===== config.mk =====
export PLATFORM = sky130hd
export DESIGN_NAME = mips_instruction_classifier
export DESIGN_NICKNAME = d
export VERILOG_FILES = /design/src/hdl/mic_pkg.sv /design/src/hdl/mic_decode.sv /design/src/hdl/mips_instruction_classifier.sv
export SDC_FILE = /design/constraint.sdc
export NUM_CORES = 1
export LEC_CHECK = 0
export BUFFER_PORTS_ARGS = -buffer_cell sky130_fd_sc_hd__buf_2
export CORE_ASPECT_RATIO = 1.5
export CORE_MARGIN = 1.5
export CORE_UTILIZATION = 35
export CTS_CLUSTER_SIZE = 20
export DETAILED_ROUTE_END_ITERATION = 10
export MAX_ROUTING_LAYER = met4
export PLACE_DENSITY = 0.6
export SYNTH_ARGS = -nofsm -noshare
export SYNTH_HDL_FRONTEND = slang
export SYNTH_SLANG_ARGS = --single-unit

===== constraint.sdc =====
create_clock -name clk -period 7.65 [get_ports clk]
set_input_delay 0.765 -clock clk [delete_from_list [all_inputs] [get_ports clk]]
set_output_delay 0.765 -clock clk [all_outputs]
set_load 0.01 [all_outputs]

===== src/hdl/mic_pkg.sv =====
// shared types, identity codes and opcode tables for the mips instruction classifier
package mic_pkg;

    // instruction identity
    typedef logic [6:0] id_t;

    // identity codes, numbered in name-list order
    localparam id_t ID_ADD      = 7'd0;
    localparam id_t ID_ADDU     = 7'd1;
    localparam id_t ID_ADDI     = 7'd2;
    localparam id_t ID_ADDIU    = 7'd3;
    localparam id_t ID_AND      = 7'd4;
    localparam id_t ID_ANDI     = 7'd5;
    localparam id_t ID_DIV      = 7'd6;
    localparam id_t ID_DIVU     = 7'd7;
    localparam id_t ID_MULT     = 7'd8;
    localparam id_t ID_MULTU    = 7'd9;
    localparam id_t ID_NOR      = 7'd10;
    localparam id_t ID_OR       = 7'd11;
    localparam id_t ID_ORI      = 7'd12;
    localparam id_t ID_SLL      = 7'd13;
    localparam id_t ID_SLLV     = 7'd14;
    localparam id_t ID_SRA      = 7'd15;
    localparam id_t ID_SRAV     = 7'd16;
    localparam id_t ID_SRL      = 7'd17;
    localparam id_t ID_SRLV     = 7'd18;
    localparam id_t ID_SUB      = 7'd19;
    localparam id_t ID_SUBU     = 7'd20;
    localparam id_t ID_XOR      = 7'd21;
    localparam id_t ID_XORI     = 7'd22;
    localparam id_t ID_LUI      = 7'd23;
    localparam id_t ID_SLT      = 7'd24;
    localparam id_t ID_SLTU     = 7'd25;
    localparam id_t ID_SLTI     = 7'd26;
    localparam id_t ID_SLTIU    = 7'd27;
    localparam id_t ID_BEQ      = 7'd28;
    localparam id_t ID_BNE      = 7'd29;
    localparam id_t ID_BGTZ     = 7'd30;
    localparam id_t ID_BLEZ     = 7'd31;
    localparam id_t ID_BGEZ     = 7'd32;
    localparam id_t ID_BGEZAL   = 7'd33;
    localparam id_t ID_BLTZ     = 7'd34;
    localparam id_t ID_BLTZAL   = 7'd35;
    localparam id_t ID_J        = 7'd36;
    localparam id_t ID_JAL      = 7'd37;
    localparam id_t ID_JR       = 7'd38;
    localparam id_t ID_JALR     = 7'd39;
    localparam id_t ID_SYSCALL  = 7'd40;
    localparam id_t ID_BREAK    = 7'd41;
    localparam id_t ID_LB       = 7'd42;
    localparam id_t ID_LBU      = 7'd43;
    localparam id_t ID_LH       = 7'd44;
    localparam id_t ID_LHU      = 7'd45;
    localparam id_t ID_LW       = 7'd46;
    localparam id_t ID_LWL      = 7'd47;
    localparam id_t ID_LWR      = 7'd48;
    localparam id_t ID_LWC      = 7'd49;
    localparam id_t ID_SB       = 7'd50;
    localparam id_t ID_SH       = 7'd51;
    localparam id_t ID_SW       = 7'd52;
    localparam id_t ID_SWL      = 7'd53;
    localparam id_t ID_SWR      = 7'd54;
    localparam id_t ID_SWC      = 7'd55;
    localparam id_t ID_MFHI     = 7'd56;
    localparam id_t ID_MFLO     = 7'd57;
    localparam id_t ID_MTHI     = 7'd58;
    localparam id_t ID_MTLO     = 7'd59;
    localparam id_t ID_COP      = 7'd60;
    localparam id_t ID_MFC      = 7'd61;
    localparam id_t ID_CFC      = 7'd62;
    localparam id_t ID_MTC      = 7'd63;
    localparam id_t ID_CTC      = 7'd64;
    localparam id_t ID_NOP      = 7'd65;
    localparam id_t ID_BCF      = 7'd66;
    localparam id_t ID_BCFL     = 7'd67;
    localparam id_t ID_BCT      = 7'd68;
    localparam id_t ID_BCTL     = 7'd69;
    localparam id_t ID_BEQL     = 7'd70;
    localparam id_t ID_BNEL     = 7'd71;
    localparam id_t ID_BGEZL    = 7'd72;
    localparam id_t ID_BGEZALL  = 7'd73;
    localparam id_t ID_BGTZL    = 7'd74;
    localparam id_t ID_BLEZL    = 7'd75;
    localparam id_t ID_BLTZL    = 7'd76;
    localparam id_t ID_BLTZALL  = 7'd77;
    localparam id_t ID_CACHE    = 7'd78;
    localparam id_t ID_DADD     = 7'd79;
    localparam id_t ID_DADDU    = 7'd80;
    localparam id_t ID_DADDI    = 7'd81;
    localparam id_t ID_DADDIU   = 7'd82;
    localparam id_t ID_DSUB     = 7'd83;
    localparam id_t ID_DSUBU    = 7'd84;
    localparam id_t ID_DMULT    = 7'd85;
    localparam id_t ID_DMULTU   = 7'd86;
    localparam id_t ID_DDIV     = 7'd87;
    localparam id_t ID_DDIVU    = 7'd88;
    localparam id_t ID_DSLL     = 7'd89;
    localparam id_t ID_DSLL32   = 7'd90;
    localparam id_t ID_DSLLV    = 7'd91;
    localparam id_t ID_DSRA     = 7'd92;
    localparam id_t ID_DSRA32   = 7'd93;
    localparam id_t ID_DSRAV    = 7'd94;
    localparam id_t ID_DSRL     = 7'd95;
    localparam id_t ID_DSRL32   = 7'd96;
    localparam id_t ID_DSRLV    = 7'd97;
    localparam id_t ID_DMFC     = 7'd98;
    localparam id_t ID_DMTC     = 7'd99;
    localparam id_t ID_LD       = 7'd100;
    localparam id_t ID_LDC      = 7'd101;
    localparam id_t ID_LDL      = 7'd102;
    localparam id_t ID_LDR      = 7'd103;
    localparam id_t ID_LWU      = 7'd104;
    localparam id_t ID_SD       = 7'd105;
    localparam id_t ID_SDC      = 7'd106;
    localparam id_t ID_SDL      = 7'd107;
    localparam id_t ID_SDR      = 7'd108;
    localparam id_t ID_LL       = 7'd109;
    localparam id_t ID_LLD      = 7'd110;
    localparam id_t ID_SC       = 7'd111;
    localparam id_t ID_SCD      = 7'd112;
    localparam id_t ID_SYNC     = 7'd113;
    localparam id_t ID_UNK      = 7'd114;

    // primary opcodes decoded outside the primary table
    localparam logic [5:0] OP_SPECIAL = 6'h00;
    localparam logic [5:0] OP_REGIMM  = 6'h01;
    localparam logic [5:0] OP_COP0    = 6'h10;
    localparam logic [5:0] OP_COP1    = 6'h11;
    localparam logic [5:0] OP_COP2    = 6'h12;
    localparam logic [5:0] OP_COP3    = 6'h13;
    localparam logic [5:0] OP_LL      = 6'h30;
    localparam logic [5:0] OP_LWC3    = 6'h33;
    localparam logic [5:0] OP_SC      = 6'h38;
    localparam logic [5:0] OP_SWC3    = 6'h3B;

    // special functs checked for nop and sync
    localparam logic [5:0] FN_SLL  = 6'h00;
    localparam logic [5:0] FN_SYNC = 6'h0F;

    // coprocessor rs codes
    localparam logic [4:0] RS_MF  = 5'd0;
    localparam logic [4:0] RS_DMF = 5'd1;
    localparam logic [4:0] RS_CF  = 5'd2;
    localparam logic [4:0] RS_MT  = 5'd4;
    localparam logic [4:0] RS_DMT = 5'd5;
    localparam logic [4:0] RS_CT  = 5'd6;
    localparam logic [4:0] RS_BC  = 5'd8;

    // coprocessor branch rt codes
    localparam logic [4:0] RT_BCF  = 5'd0;
    localparam logic [4:0] RT_BCT  = 5'd1;
    localparam logic [4:0] RT_BCFL = 5'd2;
    localparam logic [4:0] RT_BCTL = 5'd3;

    // regimm rt bits that select the branch form
    localparam int REGIMM_GE_BIT     = 16;
    localparam int REGIMM_LIKELY_BIT = 17;
    localparam int REGIMM_LINK_BIT   = 20;

    // reset value of the 64-bit enable
    localparam logic ALLOW_64BIT_RESET = 1'b1;

    // table entry: identity plus a mark for forms that need the 64-bit enable
    typedef struct packed {
        logic gated;
        id_t  id;
    } tab_entry_t;

    // decoded result word
    typedef struct packed {
        id_t  inst_id;
        logic is_branch;
        logic has_delay_slot;
    } result_t;

    function automatic tab_entry_t ent(input id_t id);
        ent = '{gated: 1'b0, id: id};
    endfunction

    function automatic tab_entry_t gent(input id_t id);
        gent = '{gated: 1'b1, id: id};
    endfunction

    // primary opcode table
    function automatic tab_entry_t primary_entry(input logic [5:0] op);
        tab_entry_t e;
        e = ent(ID_UNK);
        unique case (op)
            6'h02: e = ent(ID_J);
            6'h03: e = ent(ID_JAL);
            6'h04: e = ent(ID_BEQ);
            6'h05: e = ent(ID_BNE);
            6'h06: e = ent(ID_BLEZ);
            6'h07: e = ent(ID_BGTZ);
            6'h08: e = ent(ID_ADDI);
            6'h09: e = ent(ID_ADDIU);
            6'h0A: e = ent(ID_SLTI);
            6'h0B: e = ent(ID_SLTIU);
            6'h0C: e = ent(ID_ANDI);
            6'h0D: e = ent(ID_ORI);
            6'h0E: e = ent(ID_XORI);
            6'h0F: e = ent(ID_LUI);
            6'h14: e = gent(ID_BEQL);
            6'h15: e = gent(ID_BNEL);
            6'h16: e = gent(ID_BLEZL);
            6'h17: e = gent(ID_BGTZL);
            6'h18: e = gent(ID_DADDI);
            6'h19: e = gent(ID_DADDIU);
            6'h1A: e = ent(ID_LDL);
            6'h1B: e = ent(ID_LDR);
            6'h20: e = ent(ID_LB);
            6'h21: e = ent(ID_LH);
            6'h22: e = ent(ID_LWL);
            6'h23: e = ent(ID_LW);
            6'h24: e = ent(ID_LBU);
            6'h25: e = ent(ID_LHU);
            6'h26: e = ent(ID_LWR);
            6'h27: e = gent(ID_LWU);
            6'h28: e = ent(ID_SB);
            6'h29: e = ent(ID_SH);
            6'h2A: e = ent(ID_SWL);
            6'h2B: e = ent(ID_SW);
            6'h2C: e = gent(ID_SDL);
            6'h2D: e = gent(ID_SDR);
            6'h2E: e = ent(ID_SWR);
            6'h2F: e = gent(ID_CACHE);
            6'h31: e = ent(ID_LWC);
            6'h32: e = ent(ID_LWC);
            6'h34: e = gent(ID_LLD);
            6'h35: e = gent(ID_LDC);
            6'h36: e = gent(ID_LDC);
            6'h37: e = gent(ID_LD);
            6'h39: e = ent(ID_SWC);
            6'h3A: e = ent(ID_SWC);
            6'h3C: e = gent(ID_SCD);
            6'h3D: e = gent(ID_SDC);
            6'h3E: e = gent(ID_SDC);
            6'h3F: e = ent(ID_SD);
            default: e = ent(ID_UNK);
        endcase
        return e;
    endfunction

    // special-function table
    function automatic tab_entry_t funct_entry(input logic [5:0] fn);
        tab_entry_t e;
        e = ent(ID_UNK);
        unique case (fn)
            6'h00: e = ent(ID_SLL);
            6'h02: e = ent(ID_SRL);
            6'h03: e = ent(ID_SRA);
            6'h04: e = ent(ID_SLLV);
            6'h06: e = ent(ID_SRLV);
            6'h07: e = ent(ID_SRAV);
            6'h08: e = ent(ID_JR);
            6'h09: e = ent(ID_JALR);
            6'h0C: e = ent(ID_SYSCALL);
            6'h0D: e = ent(ID_BREAK);
            6'h10: e = ent(ID_MFHI);
            6'h11: e = ent(ID_MTHI);
            6'h12: e = ent(ID_MFLO);
            6'h13: e = ent(ID_MTLO);
            6'h14: e = gent(ID_DSLLV);
            6'h16: e = gent(ID_DSRLV);
            6'h17: e = gent(ID_DSRAV);
            6'h18: e = ent(ID_MULT);
            6'h19: e = ent(ID_MULTU);
            6'h1A: e = ent(ID_DIV);
            6'h1B: e = ent(ID_DIVU);
            6'h1C: e = gent(ID_DMULT);
            6'h1D: e = gent(ID_DMULTU);
            6'h1E: e = gent(ID_DDIV);
            6'h1F: e = gent(ID_DDIVU);
            6'h20: e = ent(ID_ADD);
            6'h21: e = ent(ID_ADDU);
            6'h22: e = ent(ID_SUB);
            6'h23: e = ent(ID_SUBU);
            6'h24: e = ent(ID_AND);
            6'h25: e = ent(ID_OR);
            6'h26: e = ent(ID_XOR);
            6'h27: e = ent(ID_NOR);
            6'h2A: e = ent(ID_SLT);
            6'h2B: e = ent(ID_SLTU);
            6'h2C: e = gent(ID_DADD);
            6'h2D: e = gent(ID_DADDU);
            6'h2E: e = gent(ID_DSUB);
            6'h2F: e = gent(ID_DSUBU);
            6'h38: e = gent(ID_DSLL);
            6'h3A: e = gent(ID_DSRL);
            6'h3B: e = gent(ID_DSRA);
            6'h3C: e = gent(ID_DSLL32);
            6'h3E: e = gent(ID_DSRL32);
            6'h3F: e = gent(ID_DSRA32);
            default: e = ent(ID_UNK);
        endcase
        return e;
    endfunction

    // gated entries fall to unknown while 64-bit forms are off
    function automatic id_t resolve(input tab_entry_t e, input logic allow64);
        id_t r;
        r = e.id;
        if (e.gated && !allow64)
        begin
            r = ID_UNK;
        end
        return r;
    endfunction

endpackage


===== src/hdl/mic_decode.sv =====
// combinational decode of one instruction word into identity and branch flags
module mic_decode (
    input  logic [31:0]       instruction_word,
    input  logic              allow_64bit_ops,
    output mic_pkg::result_t  result
);
    import mic_pkg::*;

    logic [5:0] op;
    logic [5:0] fn;
    logic [4:0] shamt;
    logic [4:0] rd;
    logic [4:0] rs;
    logic [4:0] rt;
    logic       ge;
    logic       likely;
    logic       link;
    id_t        special_id;
    id_t        regimm_id;
    id_t        cop_id;
    id_t        id;
    logic       br;

    // instruction fields
    assign op     = instruction_word[31:26];
    assign rs     = instruction_word[25:21];
    assign rt     = instruction_word[20:16];
    assign rd     = instruction_word[15:11];
    assign shamt  = instruction_word[10:6];
    assign fn     = instruction_word[5:0];
    assign ge     = instruction_word[REGIMM_GE_BIT];
    assign likely = instruction_word[REGIMM_LIKELY_BIT];
    assign link   = instruction_word[REGIMM_LINK_BIT];

    // special table with nop and sync ignoring rs and rt
    always_comb
    begin
        special_id = resolve(funct_entry(fn), allow_64bit_ops);
        if (shamt == 5'd0 && rd == 5'd0)
        begin
            if (fn == FN_SLL)
            begin
                special_id = ID_NOP;
            end
            else if (fn == FN_SYNC)
            begin
                special_id = ID_SYNC;
            end
        end
    end

    // regimm branches
    always_comb
    begin
        if (likely)
        begin
            if (!allow_64bit_ops)
            begin
                regimm_id = ID_UNK;
            end
            else if (ge)
            begin
                regimm_id = link ? ID_BGEZALL : ID_BGEZL;
            end
            else
            begin
                regimm_id = link ? ID_BLTZALL : ID_BLTZL;
            end
        end
        else if (ge)
        begin
            regimm_id = link ? ID_BGEZAL : ID_BGEZ;
        end
        else
        begin
            regimm_id = link ? ID_BLTZAL : ID_BLTZ;
        end
    end

    // coprocessor forms by rs, anything unlisted is generic cop
    always_comb
    begin
        unique case (rs)
            RS_MF:   cop_id = ID_MFC;
            RS_DMF:  cop_id = allow_64bit_ops ? ID_DMFC : ID_UNK;
            RS_CF:   cop_id = ID_CFC;
            RS_MT:   cop_id = ID_MTC;
            RS_DMT:  cop_id = allow_64bit_ops ? ID_DMTC : ID_UNK;
            RS_CT:   cop_id = ID_CTC;
            RS_BC:
            begin
                if (!allow_64bit_ops)
                begin
                    cop_id = ID_UNK;
                end
                else
                begin
                    unique case (rt)
                        RT_BCF:  cop_id = ID_BCF;
                        RT_BCT:  cop_id = ID_BCT;
                        RT_BCFL: cop_id = ID_BCFL;
                        RT_BCTL: cop_id = ID_BCTL;
                        default: cop_id = ID_UNK;
                    endcase
                end
            end
            default: cop_id = ID_COP;
        endcase
    end

    // primary opcode selection
    always_comb
    begin
        unique case (op)
            OP_SPECIAL: id = special_id;
            OP_REGIMM:  id = regimm_id;
            OP_COP0, OP_COP1, OP_COP2, OP_COP3: id = cop_id;
            OP_LL:      id = allow_64bit_ops ? ID_LL : ID_LWC;
            OP_LWC3:    id = allow_64bit_ops ? ID_UNK : ID_LWC;
            OP_SC:      id = allow_64bit_ops ? ID_SC : ID_SWC;
            OP_SWC3:    id = allow_64bit_ops ? ID_UNK : ID_SWC;
            default:    id = resolve(primary_entry(op), allow_64bit_ops);
        endcase
    end

    // branch and delay-slot flags
    assign br = (id >= ID_BEQ && id <= ID_BREAK) || (id >= ID_BCF && id <= ID_BLTZALL);

    assign result.inst_id        = id;
    assign result.is_branch      = br;
    assign result.has_delay_slot = br && (id != ID_SYSCALL) && (id != ID_BREAK);

endmodule


===== src/hdl/mips_instruction_classifier.sv =====
// top level: input register, decode and result register of the instruction classifier
// an accepted word is held in the input register, then decoded into the result register, where its result is valid
// throughput: one word per cycle while the result is not stalled, set by the input and result registers moving together
// a stalled result holds the result register and, once the input register is full, the input
// reset clears both valid flags and sets allow_64bit_ops to 1
module mips_instruction_classifier (
    input  logic        clk,
    input  logic        rst_n,
    input  logic        cfg_wr_en,
    input  logic        cfg_wr_data,
    input  logic        inst_valid,
    output logic        inst_stall,
    input  logic [31:0] instruction_word,
    output logic        res_valid,
    input  logic        res_stall,
    output logic [6:0]  inst_id,
    output logic        is_branch,
    output logic        has_delay_slot
);
    import mic_pkg::*;

    logic        allow_64bit_reg;
    logic        word_valid_reg;
    logic        word_valid_next;
    logic [31:0] word_reg;
    logic        res_valid_reg;
    logic        res_valid_next;
    result_t     res_reg;
    result_t     decoded;
    logic        res_load;
    logic        word_load;

    // 64-bit enable register
    always_ff @(posedge clk or negedge rst_n)
    begin
        if (!rst_n)
        begin
            allow_64bit_reg <= ALLOW_64BIT_RESET;
        end
        else if (cfg_wr_en)
        begin
            allow_64bit_reg <= cfg_wr_data;
        end
    end

    // pipeline advance control
    assign res_load        = !res_valid_reg || !res_stall;
    assign inst_stall      = word_valid_reg && !res_load;
    assign word_load       = inst_valid && !inst_stall;
    assign word_valid_next = word_load || (word_valid_reg && !res_load);
    assign res_valid_next  = res_load ? word_valid_reg : res_valid_reg;

    // input word register
    always_ff @(posedge clk or negedge rst_n)
    begin
        if (!rst_n)
        begin
            word_valid_reg <= 1'b0;
        end
        else
        begin
            word_valid_reg <= word_valid_next;
        end
    end

    always_ff @(posedge clk)
    begin
        if (word_load)
        begin
            word_reg <= instruction_word;
        end
    end

    // decode between the two registers
    mic_decode u_decode (
        .instruction_word (word_reg),
        .allow_64bit_ops  (allow_64bit_reg),
        .result           (decoded)
    );

    // result register
    always_ff @(posedge clk or negedge rst_n)
    begin
        if (!rst_n)
        begin
            res_valid_reg <= 1'b0;
        end
        else
        begin
            res_valid_reg <= res_valid_next;
        end
    end

    always_ff @(posedge clk)
    begin
        if (res_load && word_valid_reg)
        begin
            res_reg <= decoded;
        end
    end

    // outputs
    assign res_valid      = res_valid_reg;
    assign inst_id        = res_reg.inst_id;
    assign is_branch      = res_reg.is_branch;
    assign has_delay_slot = res_reg.has_delay_slot;

endmodule

==> Word-level counts from Yosys, hierarchy flattened <==
Memory sizes are Yosys's and may differ from the RTL's. A register that Yosys moved wholly into a read port is not among the register bits.
Cells that the tools add are included.
Widths: inputs -> output; s select.
{ "word_totals": {"regBits": 44, "latchBits": 0, "ram_bits": 0, "romBits": 1024, "output_inout_bits": 11, "wordCells": 86, "n_memories": 2} }
{ "classes": {"n_addsub": 0, "n_mul": 0, "div": 0, "magnitude_cmp": 4, "eq_ne": 21, "shifts": 0, "mux": 26, "n_bitwise": 0, "n_reduce_logical": 26} }
{ "memory_table": {"columns": ["name", "depth", "width", "read_ports", "rd_ports_with_merged_regs", "write_ports", "line", "rtl"], "rows": [
  ["(name not given)", 64, 8, 1, 1, 0, "mic_pkg.sv:188", "unique case (op)"],
  ["(name not given)", 64, 8, 1, 1, 0, "mic_pkg.sv:248", "unique case (fn)"]
]} }
{ "ops": {"columns": ["op", "n"], "rows": [
  ["$mux 7", 14],
  ["$pmux 7 s7", 2],
  ["$eq 6x5->1 const B", 4],
  ["$eq 6x6->1 const B", 4],
  ["$pmux 6 s4", 1],
  ["$logic_not 5->1", 4],
  ["$eq 5x2->1 const B", 3],
  ["$eq 5x3->1 const B", 3],
  ["$ne 7x6->1 const B", 2],
  ["$logic_not 6->1", 2],
  ["$mux 6", 2],
  ["$eq 5x1->1 const B", 2],
  ["$logic_and 1x1->1", 10],
  ["$mux 5", 2],
  ["$reduce_or 10->1", 1],
  ["$mux 8", 1],
  ["$ge 7x5->1 const B", 1],
  ["$ge 7x7->1 const B", 1],
  ["$le 7x6->1 const B", 1],
  ["$le 7x7->1 const B", 1],
  ["$eq 6x1->1 const B", 1],
  ["$eq 6x4->1 const B", 1],
  ["$eq 5x4->1 const B", 1],
  ["$logic_not 1->1", 5],
  ["other kinds (3)", 8]
]} }

==> Longest topological paths before layout <==
{ "depth": {"ltp_word": 12, "depth_mapped": 11, "ltp_nobuf": 9} }

==> Cells and area by module <==
From an unflattened synthesis, not the netlist that was laid out.
{ "hier_totals": {"cells_unflattened": 362, "hier_area_um2": 3503.4} }
{ "by_module_without_submodules": {"columns": ["mod", "n_inst", "cells_per_inst", "area_per_inst_um2"], "rows": [
  ["mic_decode", 1, 311, 2142.1],
  ["mips_instruction_classifier", 1, 51, 1361.3]
]} }

==> Worst setup path before layout <==
Ideal clock, no wire load.
{ "synth_timing": {"kind": "input to register", "start": "in res_stall", "end": "reg with a tool-made name", "setup_ns": 0.070, "t_arrival_ns": 3.146, "required_time_ns": 7.580, "slack_ns": 4.434, "path_stages": 11, "path_cell_list": "nand3_1 > nand2_2 > buf_4 > mux2i_1 > inv_1 > ha_1 > clkbuf_1 > mux2_2 > a31oi_1 > o21ai_0 > a21oi_1"} }
{ "synth_rtl": {"columns": ["item", "line", "rtl"], "rows": [
  ["start, declared", "mips_instruction_classifier.sv:15", "input logic res_stall,"]
]} }

==> flow_metrics.tcl <==
set metrics [dict create \
    portBuffers 48 \
    cts.clk_slew.worst_paths_ns 0.05 \
    grt_pass1_vias 3370 \
    worst_r2r_path_depth 9 \
    rsz0062_at_grt "false" \
    synth_warnings 0 \
    synth_common_cells "edfxtp_1 (41), nand2_1 (31), a21oi_1 (27), nor2_1 (27), ha_1 (23)" \
    tightest_slew_ns 0.956 \
    setup_slack_ns 4.30 \
    outcome "complete, no violations" \
    gr-usage-all-layers 0.179 \
    clk_latency_ns 0.33 \
    relSlewSlack 0.345 \
    vdd_drop_max_v 0.0000932 \
    initial_core_util 0.356 \
    grt_max_degree 27 \
    synth_seq_cells 60 \
    wl_per_cell_um 17.0 \
    nFillCells 1146 \
    ys_seq_area_frac 0.398 \
    arrival_ns 3.60 \
    worstSetupStartpointType "input port" \
    ant_nets 0 \
    avgSynthCellArea_sq_um 9.92 \
    synth_edf_count 41 \
    grt_remaining_overflow 0 \
    drive_gt1_frac 0.226 \
    core-area_sq_um 11500 \
    r2r_setup_slack_ns 4.42 \
    drc_errors 0 \
    gp_congestion 0.911 \
    skew_ns 0.00925 \
    hold_violations 0 \
    maxCapViolCount 0 \
    critPathMaxStageDelay_ns 0.74 \
    rows 48 \
    worstPathCellList "buf_2 > nand3_1 > nand2_2 > mux2i_1 > inv_1 > ha_1 > mux2_2 > a31oi_1 > o21ai_0 > a21oi_1" \
    period_needed_ns 3.35 \
    crit_type "input port to flop" \
    powerDensity_nw_per_um2 216 \
    drtIter0Drc 209 \
    clock.fmax_ghz 0.298 \
    hp-class "input port to async pin" \
    yosysMostFrequentCell "edfxtp_1" \
    dieArea_sq_um 12300 \
    synth_flop_cell "edfxtp_1" \
    critical_path.max_fanout 18 \
    clk_path_buf_depth 2 \
    vias 3435 \
    synth_area_leader_cell "edfxtp_1" \
    ctsHtreeMaxLevel 3 \
    tns_ns 0 \
    syn_nets 473 \
    fin_crit_sh 0.438 \
    grt_pass1_wl_mm 17.0 \
    nets 512 \
    cts_resized 0 \
    dp_slack_ns 3.97 \
    cts_hold_buffers 0 \
    first_pass_iters 4 \
    slew_viol_final 0 \
    hpwl_mm 7.62 \
    cts.sinks 60 \
    antenna_found_initial 0 \
    cts_tree "built" \
    final-setup-viol-count 0 \
    clockRootBuffer "clkbuf_16" \
    cts_buffers 9 \
    cp_slowest_cell "mux2i_1" \
    post-cts-setup-buffer-count 0 \
    ios 49 \
    syn_area_sq_um 4090 \
    die_x_um 91.2 \
    crit_path_end_kind "flop" \
    via_per_inst 5.67 \
    cellLeakagePower_nw 1.84 \
    synth_cells 412 \
    rr_startpoint "res_valid" \
    yosys.area.top_type_share 0.301 \
    antenna_cells 0 \
    area_growth_pct 14.9 \
    synth_cell_types 87 \
    synthTopCellsByArea "edfxtp_1 (30%), dfxtp_1 (7.8%), ha_1 (7.0%)" \
    async_reset_ff_frac 0.0500 \
    required_ns 7.90 \
    wirelength_mm 10.3 \
    die_y_um 135 \
]
==> how the worst max path moves through the flow <==
stage | from | endpoint | slack (ns)
4_1_cts | res_stall | flop | 4.32
5_1_grt | res_stall | flop | 4.03
2_1_floorplan | res_stall | flop | 4.43
3_5_place_dp | res_stall | flop | 3.97
3_3_place_gp | res_stall | flop | 4.10
6_report | res_stall | flop | 4.30
==> worst max-delay path, delay by kind of cell <==
kind	cells	cell delay, ns
muxes	2	1.05
and+or+nand+nor	2	0.55
adders and majority gates	1	0.46
AOI/OAI and AO/OA	3	0.44
buffers and inverters	2	0.33
==> logic make-up after synthesis <==
group / count (synthesis) / synth area share
AOI/OAI and AO/OA: 129 / 0.235
and+or+nand+nor: 128 / 0.177
muxes: 23 / 0.0597
xor gates and xnor gates: 5 / 0.0107
buffers and inverters: 44 / 0.0490
DFF: 60 / 0.398
adders and majority gates: 23 / 0.0704
==> power breakdown <==
group / internal [mW] / total (mW) / switching [mW]
Sequential: 0.391 / 0.416 / 0.0249
Combinational: 0.0969 / 0.241 / 0.144
Clock: 0.226 / 0.357 / 0.132
Total: 0.713 / 1.01 / 0.301
==> cell usage in the layout (no fill, tap or decap), types with 9 or more instances in the layout <==
cell / n
ha_1: 23
nor2_1: 27
a21oi_1: 27
buf_2: 48
clkbuf_16: 9
edfxtp_1: 41
o21ai_0: 19
nand2_1: 31
nand3_1: 16
dfxtp_1: 16
inv_1: 15
mux2i_1: 14
nor3_1: 10
==> metal layers <==
layer  vias to the layer above  routed length [um]  global-route usage
li1                       1663                   -                   -
met1                      1640                4300               0.196
met2                       104                5130               0.298
met3                        28                 394              0.0325
met4                         0                 481               0.118
met5                         -                   0                   -
==> layout make-up <==
cell class	instances	area (sq um)	share of cell area
flip-flops and latches	60	1630	0.347
repair buffers	55	293	0.0624
multi-input cells	308	2260	0.481
clock buffers	13	250	0.0533
well taps	150	188	0.0400
inverters	17	63.8	0.0136
clock inverters	3	16.3	0.00346
==> metrics by stage <==
stage / hold WS (ns) / utilization / cells / power, mW / area (sq um)
6_report: 0.220 / 0.409 / 606 / 1.01 / 4700
5_1_grt: 0.218 / 0.409 / 606 / 1.06 / 4700
4_1_cts: 0.211 / 0.409 / 606 / 1.02 / 4700
3_5_place_dp: 0.463 / 0.386 / 590 / 0.661 / 4430
3_3_place_gp: 0.475 / 0.386 / 590 / 0.658 / 4430
2_1_floorplan: 0.443 / - / 412 / 0.593 / 4090
Power figures use the tool's default switching activity.
